## src/rtl/core/bounded_set_span_tracker_macros.svh

```systemverilog
// ----------------------------------------------------------------------------
// Assertion macros for the span tracker
// Concurrent checks on clk, disabled while arst_n is low.
// ----------------------------------------------------------------------------
`ifndef BOUNDED_SET_SPAN_TRACKER_MACROS_SVH
`define BOUNDED_SET_SPAN_TRACKER_MACROS_SVH

// same-cycle implication
`define BSST_ASSERT_NOW(label, ante, cons, msg) \
	label: assert property (@(posedge clk) disable iff (!arst_n) (ante) |-> (cons)) \
		else $error(msg);

// next-cycle implication
`define BSST_ASSERT_NEXT(label, ante, cons, msg) \
	label: assert property (@(posedge clk) disable iff (!arst_n) (ante) |=> (cons)) \
		else $error(msg);

`endif

```

## src/rtl/core/bsst_pkg.sv

```systemverilog
// ----------------------------------------------------------------------------
// bsst_pkg
// Shared widths, defaults and the sequencer state type of the span tracker.
// ----------------------------------------------------------------------------
package bsst_pkg;

	localparam int DATA_W       = 32;
	localparam int CFG_W        = 7;
	localparam int CAPACITY_DEF = 64;

	localparam logic [CFG_W-1:0] CAPACITY_RST = 7'd64;

	typedef enum logic [1:0] {
		ST_IDLE,
		ST_SCAN,
		ST_DRAIN,
		ST_DONE
	} state_t;

endpackage

```

## src/rtl/core/bounded_set_span_tracker.sv

```systemverilog
// ----------------------------------------------------------------------------
// bounded_set_span_tracker
// Bounded store of signed values tracking the closest and farthest pair.
// ----------------------------------------------------------------------------
// One value is taken at a time. A value that finds n values already held
// is compared against each of them through the single read port of the value
// RAM, one read per cycle, and holds the block until the compare pipeline has
// drained; a value rejected as full or met by an empty store skips the scan.
// The result then waits in the output register until taken, and the next
// value is accepted once the sequencer is back in idle. The limit is the
// capacity register, saturated at CAPACITY; lowering it below the fill keeps
// the held values. The value RAM needs no clearing after reset, since only
// entries below the fill count are read.
// ----------------------------------------------------------------------------
`include "bounded_set_span_tracker_macros.svh"

module bounded_set_span_tracker #(
	parameter int CAPACITY = bsst_pkg::CAPACITY_DEF
) (
	input  logic                              clk,
	input  logic                              arst_n,
	input  logic                              cfg_valid,
	output logic                              cfg_ready,
	input  logic [bsst_pkg::CFG_W-1:0]        cfg_data,
	input  logic                              in_valid,
	output logic                              in_stall,
	input  logic signed [bsst_pkg::DATA_W-1:0] value,
	output logic                              out_valid,
	input  logic                              out_stall,
	output logic                              status,
	output logic                              enough,
	output logic [bsst_pkg::DATA_W-1:0]       shortest_span,
	output logic [bsst_pkg::DATA_W-1:0]       longest_span
);

	localparam int DW = bsst_pkg::DATA_W;
	localparam int AW = $clog2(CAPACITY);
	localparam int CW = $clog2(CAPACITY + 1);
	localparam int LW = (CW > bsst_pkg::CFG_W) ? CW : bsst_pkg::CFG_W;

	bsst_pkg::state_t state_q, state_n;

	logic [bsst_pkg::CFG_W-1:0] capacity_q;
	logic [CW-1:0]              count_q;
	logic signed [DW-1:0]       least_q, greatest_q;
	logic [DW-1:0]              gap_q;
	logic signed [DW-1:0]       value_q;
	logic                       full_q;
	logic [AW-1:0]              rd_idx_q;
	logic                       vld_s1, vld_s2;
	logic [DW-1:0]              dist_s2;
	logic                       out_valid_q;
	logic                       status_q, enough_q;
	logic [DW-1:0]              shortest_q, longest_q;

	logic [LW-1:0]        lim;
	logic                 full_now;
	logic                 accept;
	logic                 out_free;
	logic                 commit;
	logic                 mem_we;
	logic [DW-1:0]        rd_data;
	logic signed [DW:0]   diff;
	logic [DW-1:0]        dist_n;
	logic signed [DW-1:0] least_n, greatest_n;
	logic [CW-1:0]        count_n;
	logic [AW-1:0]        last_idx;

	assign cfg_ready = 1'b1;

	always_ff @(posedge clk or negedge arst_n) begin
		if (!arst_n) begin
			capacity_q <= bsst_pkg::CAPACITY_RST;
		end else if (cfg_valid) begin
			capacity_q <= cfg_data;
		end
	end

	assign lim      = (LW'(capacity_q) > LW'(CAPACITY)) ? LW'(CAPACITY) : LW'(capacity_q);
	assign full_now = LW'(count_q) >= lim;
	assign accept   = in_valid && !in_stall;
	assign in_stall = state_q != bsst_pkg::ST_IDLE;
	assign out_free = !out_valid_q || !out_stall;
	assign commit   = (state_q == bsst_pkg::ST_DONE) && out_free;
	assign mem_we   = commit && !full_q;
	assign last_idx = AW'(count_q - CW'(1));

	bsst_ram #(
		.WIDTH (DW),
		.DEPTH (CAPACITY)
	) u_values (
		.clk   (clk),
		.we    (mem_we),
		.waddr (count_q[AW-1:0]),
		.wdata (value_q),
		.raddr (rd_idx_q),
		.rdata (rd_data)
	);

	always_comb begin
		state_n = state_q;
		case (state_q)
			bsst_pkg::ST_IDLE: begin
				if (in_valid) begin
					if (full_now || count_q == '0) begin
						state_n = bsst_pkg::ST_DONE;
					end else begin
						state_n = bsst_pkg::ST_SCAN;
					end
				end
			end
			bsst_pkg::ST_SCAN: begin
				if (rd_idx_q == last_idx) begin
					state_n = bsst_pkg::ST_DRAIN;
				end
			end
			bsst_pkg::ST_DRAIN: begin
				if (!vld_s1 && !vld_s2) begin
					state_n = bsst_pkg::ST_DONE;
				end
			end
			bsst_pkg::ST_DONE: begin
				if (out_free) begin
					state_n = bsst_pkg::ST_IDLE;
				end
			end
			default: state_n = bsst_pkg::ST_IDLE;
		endcase
	end

	always_ff @(posedge clk or negedge arst_n) begin
		if (!arst_n) begin
			state_q <= bsst_pkg::ST_IDLE;
		end else begin
			state_q <= state_n;
		end
	end

	// item capture and read sequencing
	always_ff @(posedge clk or negedge arst_n) begin
		if (!arst_n) begin
			rd_idx_q <= '0;
			vld_s1   <= 1'b0;
			vld_s2   <= 1'b0;
		end else begin
			vld_s1 <= state_q == bsst_pkg::ST_SCAN;
			vld_s2 <= vld_s1;
			if (accept) begin
				rd_idx_q <= '0;
			end else if (state_q == bsst_pkg::ST_SCAN) begin
				rd_idx_q <= rd_idx_q + AW'(1);
			end
		end
	end

	always_ff @(posedge clk) begin
		if (accept) begin
			value_q <= value;
			full_q  <= full_now;
		end
	end

	// distance stage
	assign diff   = {value_q[DW-1], value_q} - {rd_data[DW-1], rd_data};
	assign dist_n = diff[DW] ? (rd_data - value_q) : (value_q - rd_data);

	always_ff @(posedge clk) begin
		dist_s2 <= dist_n;
	end

	assign least_n    = (count_q == '0 || value_q < least_q) ? value_q : least_q;
	assign greatest_n = (count_q == '0 || value_q > greatest_q) ? value_q : greatest_q;
	assign count_n    = count_q + CW'(1);

	always_ff @(posedge clk or negedge arst_n) begin
		if (!arst_n) begin
			count_q    <= '0;
			least_q    <= '0;
			greatest_q <= '0;
			gap_q      <= '1;
		end else begin
			if (vld_s2 && dist_s2 < gap_q) begin
				gap_q <= dist_s2;
			end
			if (mem_we) begin
				count_q    <= count_n;
				least_q    <= least_n;
				greatest_q <= greatest_n;
			end
		end
	end

	// result register
	always_ff @(posedge clk or negedge arst_n) begin
		if (!arst_n) begin
			out_valid_q <= 1'b0;
		end else if (commit) begin
			out_valid_q <= 1'b1;
		end else if (!out_stall) begin
			out_valid_q <= 1'b0;
		end
	end

	always_ff @(posedge clk) begin
		if (commit) begin
			status_q <= full_q;
			if (full_q) begin
				enough_q   <= count_q >= CW'(2);
				shortest_q <= (count_q >= CW'(2)) ? gap_q : '0;
				longest_q  <= (count_q >= CW'(2)) ? DW'(greatest_q - least_q) : '0;
			end else begin
				enough_q   <= count_n >= CW'(2);
				shortest_q <= (count_n >= CW'(2)) ? gap_q : '0;
				longest_q  <= (count_n >= CW'(2)) ? DW'(greatest_n - least_n) : '0;
			end
		end
	end

	assign out_valid     = out_valid_q;
	assign status        = status_q;
	assign enough        = enough_q;
	assign shortest_span = shortest_q;
	assign longest_span  = longest_q;

	`BSST_ASSERT_NOW(a_scan_in_range, state_q == bsst_pkg::ST_SCAN, rd_idx_q < AW'(count_q), "scan read beyond fill")
	`BSST_ASSERT_NOW(a_write_below_limit, mem_we, LW'(count_q) < lim, "write to a full store")
	`BSST_ASSERT_NEXT(a_count_step, mem_we, count_q == $past(count_q) + CW'(1), "fill count did not step")
	`BSST_ASSERT_NEXT(a_gap_monotone, 1'b1, gap_q <= $past(gap_q), "shortest gap grew")
	`BSST_ASSERT_NEXT(a_result_loaded, commit, out_valid_q, "result not presented after commit")

endmodule

```

## src/rtl/core/bsst_ram.sv

```systemverilog
// ----------------------------------------------------------------------------
// bsst_ram
// Simple dual-port RAM: one write port, one read port, registered read data.
// ----------------------------------------------------------------------------
module bsst_ram #(
	parameter int WIDTH = 32,
	parameter int DEPTH = 64
) (
	input  logic                     clk,
	input  logic                     we,
	input  logic [$clog2(DEPTH)-1:0] waddr,
	input  logic [WIDTH-1:0]         wdata,
	input  logic [$clog2(DEPTH)-1:0] raddr,
	output logic [WIDTH-1:0]         rdata
);

	logic [WIDTH-1:0] mem_q [DEPTH];
	logic [WIDTH-1:0] rdata_q;

	always_ff @(posedge clk) begin
		if (we) begin
			mem_q[waddr] <= wdata;
		end
		rdata_q <= mem_q[raddr];
	end

	assign rdata = rdata_q;

endmodule
```

## config.mk

```make
export PLATFORM = sky130hd
export DESIGN_NAME = bounded_set_span_tracker
export DESIGN_NICKNAME = d
export VERILOG_FILES = /design/src/rtl/core/bsst_pkg.sv /design/src/rtl/core/bounded_set_span_tracker.sv /design/src/rtl/core/bsst_ram.sv
export VERILOG_INCLUDE_DIRS = /design/src /design/src/rtl/core
export SDC_FILE = /design/constraint.sdc
export NUM_CORES = 2
export LEC_CHECK = 0
export BUFFER_PORTS_ARGS = -buffer_cell sky130_fd_sc_hd__buf_2
export CORE_UTILIZATION = 31
export CTS_BUF_LIST = sky130_fd_sc_hd__clkbuf_2 sky130_fd_sc_hd__clkbuf_4 sky130_fd_sc_hd__clkbuf_8
export DETAILED_ROUTE_END_ITERATION = 10
export PLACE_DENSITY_LB_ADDON = 0.15
export SYNTH_ARGS = -nofsm -noshare
export SYNTH_HDL_FRONTEND = slang
export SYNTH_SLANG_ARGS = --single-unit
```

## constraint.sdc

```tcl
create_clock -name clk -period 15.85 [get_ports clk]
set_input_delay 2.3775 -clock clk [delete_from_list [all_inputs] [get_ports clk]]
set_output_delay 2.3775 -clock clk [all_outputs]
set_load 0.02 [all_outputs]
```

; After elaboration in Yosys (flattened, before gate mapping)
; Memory sizes are Yosys's and may differ from the RTL's. A register that Yosys moved wholly into a read port is not among the register bits.
; Cells that the tools add are included.
[classes]
addsub = 8
magnitude_cmp = 7
n_eq_ne = 9
n_mux = 23
n_reduce_logical = 20
[ops]
columns = operator, n
row1 = 32-bit 2-to-1 mux, 9
row2 = 32-bit subtractor, 4
row3 = 32-bit < comparator, 2
row4 = 32-bit by 32-bit subtractor with 33-bit output, 1
row5 = 32-bit > comparator, 1
row6 = "7-bit by 2-bit greater-or-equal comparator with 1-bit output, second input constant", 2
row7 = 6-bit 2-to-1 mux, 2
row8 = 2-bit 2-to-1 mux, 5
row9 = "2-bit != test, second input constant", 4
row10 = 2-bit one-hot mux with 4 select lines, 1
row11 = "7-bit by 1-bit adder with 7-bit output, second input constant", 1
row12 = 7-bit greater-or-equal comparator, 1
row13 = "7-bit > comparator, second input constant", 1
row14 = 7-bit zero test, 1
row15 = 7-bit 2-to-1 mux, 1
row16 = "6-bit by 1-bit adder with 6-bit output, second input constant", 1
row17 = 6-bit equality test, 1
row18 = 1-bit zero test, 6
row19 = "6-bit by 1-bit subtractor with 6-bit output, second input constant", 1
row20 = 1-bit logical AND, 5
row21 = 1-bit 2-to-1 mux, 5
row22 = "2-bit equality test, second input constant", 2
row23 = 1-bit logical OR, 4
row24 = 4-bit AND reduction, 1
row25 = 4 further kinds, 5
[totals]
ff_bits = 252
ram_bits = 2048
in_bits = 44
output_inout_bits = 69
wordCells = 85
n_memories = 1
[mem_list]
columns = name, depth, word_bits, rd, rd_clocked_by_memory_dff, wr, line
row1 = u_values.mem_q, 64, 32, 1, 1, 1, bsst_ram.sv:17  ; logic [WIDTH-1:0] mem_q [DEPTH];

; Longest topological paths before layout
[depth]
word_depth = 7
ltp_mapped = 29
depth_no_buf = 26

; Cells and area by module
; Synthesis repeated with hierarchy kept, for this count alone.
[unflattened]
cells_unflattened = 5345
area_unflattened_um2 = 96890.4
[modules_own_cells]
columns = module, instances, cells_per_inst, area_per_inst_um2, seq_area_each_um2
row1 = bsst_ram, 1, 3324, 78515.3, 62139.6
row2 = bounded_set_span_tracker, 1, 2021, 18375.1, 6682.7

; Worst setup path after synthesis
; Ideal clock, no wire load.
[synth_path]
path_kind = input -> register
from = input port out_stall
to = memory u_values.mem_q[59][0], enable pin
setup_time_ps = 421
arrival_ps = 6371
required_time_ps = 15429
setup_slack_ps = 9058
cell_stages = 6
path_buffers = 1
cell_sequence = nand2_1 > and2_1 > nor2b_1 > clkbuf_1 > nand3_1 > nor2_1
[synth_between]
elab_chain_len = 6
[synth_rtl]
columns = element, line
row1 = start: declaration, bounded_set_span_tracker.sv:29  ; input logic out_stall,
row2 = 1-bit zero test, n/a
row3 = 1-bit logical OR, bounded_set_span_tracker.sv:83  ; assign out_free = !out_valid_q || !out_stall;
row4 = 1-bit logical AND, bounded_set_span_tracker.sv:84  ; assign commit = (state_q == bsst_pkg::ST_DONE) && out_free;
row5 = net commit, bounded_set_span_tracker.sv:60  ; logic commit;
row6 = 1-bit logical AND, bounded_set_span_tracker.sv:85  ; assign mem_we = commit && !full_q;
row7 = 1-bit 2-to-1 mux, bsst_ram.sv:21  ; if (we) begin
row8 = 1-bit 2-to-1 mux (implied by the code), bsst_ram.sv:22  ; mem_q[waddr] <= wdata;
row9 = end: declaration, bsst_ram.sv:17
; The timed path passes the listed nets, and every way through them passes these cells.

; Worst setup path in the final report
[layout_path]
from = register value_q[23]
to = register longest_q[28] (netlist: longest_span[28]) (data pin)
[layout_between]
elab_chain_len = 6
elab_cells_between_ends = 9
classes_between = 1 x add/sub / 2 x order compare / 4 x mux / 2 x reduce/logical
[layout_rtl]
columns = element, line
row1 = start: declaration, bounded_set_span_tracker.sv:47  ; logic signed [DW-1:0] value_q;
row2 = start signal: assignment, bounded_set_span_tracker.sv:158  ; value_q <= value;
row3 = 32-bit > comparator / 32-bit < comparator (equally long branches), "bounded_set_span_tracker.sv:172, bounded_set_span_tracker.sv:171"
row4 = 1-bit logical OR (on tied branches), "bounded_set_span_tracker.sv:172, bounded_set_span_tracker.sv:171"
row5 = 32-bit 2-to-1 mux (on tied branches), "bounded_set_span_tracker.sv:172, bounded_set_span_tracker.sv:171"
row6 = 32-bit subtractor (*), bounded_set_span_tracker.sv:214  ; longest_q <= (count_n >= CW'(2)) ? DW'(greatest_n - least_n) : '0;
row7 = 32-bit 2-to-1 mux (*), bounded_set_span_tracker.sv:214
row8 = 32-bit 2-to-1 mux (*), bounded_set_span_tracker.sv:207  ; if (full_q) begin
row9 = end signal: assignment, bounded_set_span_tracker.sv:210  ; longest_q <= (count_q >= CW'(2)) ? DW'(greatest_q - least_q) : '0;
row10 = end signal: assignment, bounded_set_span_tracker.sv:214
row11 = end: declaration, bounded_set_span_tracker.sv:54  ; logic [DW-1:0] shortest_q, longest_q;
; Every way passes the cells marked *; elsewhere a longest branch is shown, timed or not.
; A chain may end at the register's enable or synchronous reset.

==> metrics.md <==
| Metric | Value |
|---|---|
| Top_reg_cell synth | edfxtp_1 |
| Internal reg-to-reg setup slack | 8.08 ns |
| Cell count after synthesis | between 5000 and 6000 |
| Fmax | 0.129 GHz |
| Clock transition at the registers of the reported paths | 0.07 ns |
| Final period util | 0.490 |
| Worst Path Buf+Inv | 2 |
| Detail Placement HPWL | 174000 µm |
| Iteration-0 DRC Markers | 5047 |
| Clock share of power | 0.253 |
| Vias in the first global route | between 50000 and 60000 |
| Library cells used by synthesis | 81 |
| Depth of the CTS H-tree | 5 |
| Clock skew | between 0.1 and 0.15 ns |
| Synth Area per Inst | 19.2 µm² |
| Mapped Area | 0.0967 mm² |
| Gates resized, CTS repair | 0 |
| HP Class | flip-flop to flip-flop |
| Worst hold path startpoint | vld_s1 |
| I/O pin count | 113 |
| Crit path from | value_q[23] |
| Critical path class | flip-flop to flip-flop |
| Worst rel slew slack | 0.115 |
| Mux share of post-synthesis cell area | 0.163 |
| Routed WL | 298000 µm |
| Top delay family on crit path | compound AO/OA/AOI/OAI gates |
| Grt ovf | 0 |
| Arrival time worst endpoint | approximately 8.4 ns |
| Seq/Total Area, Yosys | 0.712 |
| Final TNS setup | 0 ns |
| Via-to-Cell Ratio | approximately 5.2 |
| Part of the power in combinational logic | 0.389 |
| Fin cells | 9933 |
| Drt pass-1 iters | 6 |
| Internal power | 13800 µW |
| Simple-Gate Fraction of Synth Area | 0.0279 |
| Post-synth top area cell | edfxtp_1 |
| Wire length per cell | 30.0 µm |
| Power Density | 195 mW/mm² |
| Largest net degree at the start of global routing | 110 |
| Clk root buf | clkbuf_8 |
| TritonCTS Buffers | between 300 and 400 |
| Row Count | 204 |
| Final Slew Violations | 0 |
| Hold buffers post-CTS | 0 |
| Area growth syn-to-layout | 15.3% |
| Post-synthesis adder-cell area fraction | 0.0316 |
| Largest family of logic cells by synthesized area | multiplexers |
| Clk Latency, worst-skew pair | 1.03 ns |
| Clk sinks | between 2000 and 2500 |
| Leakage Power | 0.0365 µW |
| Startpoint Class | flip-flop |
| Die area | 0.314 mm² |
| Status | completed |
| Top cells by count, synth | 2147 x edfxtp_1, 672 x mux4_2, 236 x ha_1, 196 x nor2_1, 193 x inv_1 |
| Drt drc | 0 |
| Place WS | 8.19 ns |
| Initial antenna violation count | 31 |
| Slowest CP cell | edfxtp_1 |
| Synth Area in Compound Gates | 0.0398 |
| Total GRT Usage | 0.187 |
| TritonCTS clock tree | yes |
| Placed Cells | around 9200 |
| Antenna viol nets, final | 0 |
| Worst path most repeated cell | a21oi_1 |
| Final Hold Vio Count | 0 |
| Least-Margin Pin Slew | approximately 1.3 ns |
| Vias | 51400 |
| Count leader, synth | edfxtp_1 |
| Total of max-cap violations | 0 |
| Finished Core Util | 0.360 |
| Area share of the largest cell type after synthesis | 0.667 |
| Layout Nets | 5768 |
| First-pass GRT wire length | 416000 µm |
| Final Power | 21700 µW |
| Syn nets | approximately 5300 |
| Final setup vio count | 0 |
| Post-CTS Setup Inserts | 0 |
| Worst r2r src | value_q[23] |
| Synth area leaders | edfxtp_1 67%, mux4_2 16%, ha_1 3.1% |
| Synth Area in XOR/XNOR | 0.00933 |
| Fin crit period | 7.77 ns |
| Crit-path max cell delay | 1.06 ns |
| Crit path required time | 16.52 ns |
| GP Congestion | between 0.8 and 0.9 |
| Fin worst setup slack | 8.08 ns |
| Synth Warn # | 0 |
| Die width | 561 µm |
| CTS Buffer Depth | 4 |
| Fill cells | approximately 29000 |
| Peak VDD IR | approximately 0.15 mV |
| EDFF count, synth | around 2100 |
| RSZ-0062 raised after global routing | no |
| Crit path cell chain | buf_4 -> ha_1 -> a21oi_1 -> o21ai_0 -> a221o_1 -> or3_1 -> o211a_1 -> nor2_4 -> buf_4 -> a21oi_1 -> fa_1 -> a21o_1 -> a21oi_1 -> o21ai_0 -> a31oi_1 -> o21bai_1 -> a21o_1 -> a41o_1 -> o2111ai_1 -> a2111oi_1 -> o31a_1 -> nor2_1 -> xor2_1 -> o22ai_1 |
| Net Switching | 7910 µW |
| Sw frac | 0.364 |
| Crit path max fanout | 58 |
| Crit. End Element | flip-flop |
| Seq pwr share | 0.359 |
| Yosys reg bits | 2332 |
| Ys async rst share | 0.0519 |
| Effective utilization at floorplan | 0.312 |
| Core box area | between 0.3 and 0.4 mm² |
| Share of cells above drive strength 1 | 0.305 |
| Die extent in y | 561 µm |
| IO buf count | roughly 110 |
placed cells by master (no fill, tap or decap), types with 45 or more instances in the layout:
| master | Yosys | final |
|---|---|---|
| clkinv_1 | 0 | 77 |
| clkbuf_8 | 0 | 416 |
| buf_4 | 2 | 157 |
| xor2_1 | 45 | 45 |
| buf_2 | 2 | 110 |
| a21oi_1 | 171 | 171 |
| o21ai_0 | 191 | 191 |
| nor2_1 | 196 | 132 |
| dfrtp_1 | 88 | 82 |
| dfxtp_1 | 64 | 64 |
| nand2_1 | 180 | 180 |
| mux4_2 | 672 | 672 |
| nor2_4 | 1 | 66 |
| xnor2_1 | 58 | 58 |
| clkbuf_4 | 0 | 156 |
| ha_1 | 236 | 236 |
| inv_1 | 193 | 193 |
| a21o_1 | 77 | 77 |
| edfxtp_1 | 2147 | 2147 |
logic make-up (layout without fill, tap and decap cells):
logic type | Yosys count | count (layout)
multiplexers | 731 | 731
AO/OA/AOI/OAI | 624 | 624
other | 1 | 9
AND/OR/NAND/NOR | 579 | 579
buffers and inverters | 430 | 1193
adder cells (fa/ha/maj) | 242 | 242
flip-flops | 2332 | 2332
XOR/XNOR | 103 | 103
worst paths after layout:
kind,endpoint,depth (start not counted)
worst min-delay path,vld_s2,0
worst max register to register,longest_span[28],24
min in group asynchronous,capacity_q[2],1
worst max-delay path,longest_span[28],24
worst min register to register,vld_s2,0
max in group asynchronous,rd_idx_q[2],2
worst reg2reg max path, cell delays in order (launching register included):
cell and delay [ns]:
edfxtp_1 1.06, buf_4 0.46, ha_1 0.33, a21oi_1 0.16
o21ai_0 0.10, a221o_1 0.36, or3_1 0.39, o211a_1 0.27
nor2_4 0.23, buf_4 0.60, a21oi_1 0.30, fa_1 0.51
a21o_1 0.21, a21oi_1 0.26, o21ai_0 0.15, a31oi_1 0.28
o21bai_1 0.13, a21o_1 0.23, a41o_1 0.31, o2111ai_1 0.21
a2111oi_1 0.21, o31a_1 0.33, nor2_1 0.11, xor2_1 0.16
o22ai_1 0.11
power groups by stage:
| stage | clock network (µW) | registers [µW] | logic [µW] |
|---|---|---|---|
| after floorplan | 0 | 7900 | 5520 |
| after global placement | 0 | 7940 | 8460 |
| after detailed placement | 0 | 7940 | 8470 |
| after CTS | 5640 | 7820 | 8500 |
| after global routing | 5880 | 7850 | 9120 |
| final | 5490 | 7800 | 8450 |
metal layers:
metal  vias to the layer above  share of wire  track usage
li1                      21500              -            -
met1                     27900           0.47        0.275
met2                      1599           0.46        0.290
met3                       383          0.053       0.0297
met4                         2          0.019       0.0422
met5                         -       0.000064            0
per-stage QoR:
step                      hold slack (ns)  cell area [µm²]
final                               0.379           111000
after global routing                0.388           111000
after CTS                           0.379           111000
after detailed placement            0.366           104000
after global placement              0.364           104000
after floorplan                     0.349            96700
layout make-up:
class | instances | area (µm²) | area share
inverter | 193 | 724 | 0.00650
tap | 4120 | 5150 | 0.0462
timing repair buffer | 279 | 1960 | 0.0176
antenna | 8 | 20.0 | 0.000180
clock buffer | 572 | 6900 | 0.0619
multi-input combinational | 2280 | 26800 | 0.241
sequential | 2332 | 68800 | 0.617
clock inverter | 149 | 1070 | 0.00958
state kept, by name, summed over array words and instances, names as in the netlist, 2 cells and up:
name and cells:
shortest_span 32, gap_q 32, longest_span 32, value_q 32, u_values.mem_q 2048, u_values.rdata 32
rd_idx_q 6, capacity_q 7, count_q 7, least_q 32, dist_s2 32, state_q 2
greatest_q 32
(Power assumes the default switching activity.)
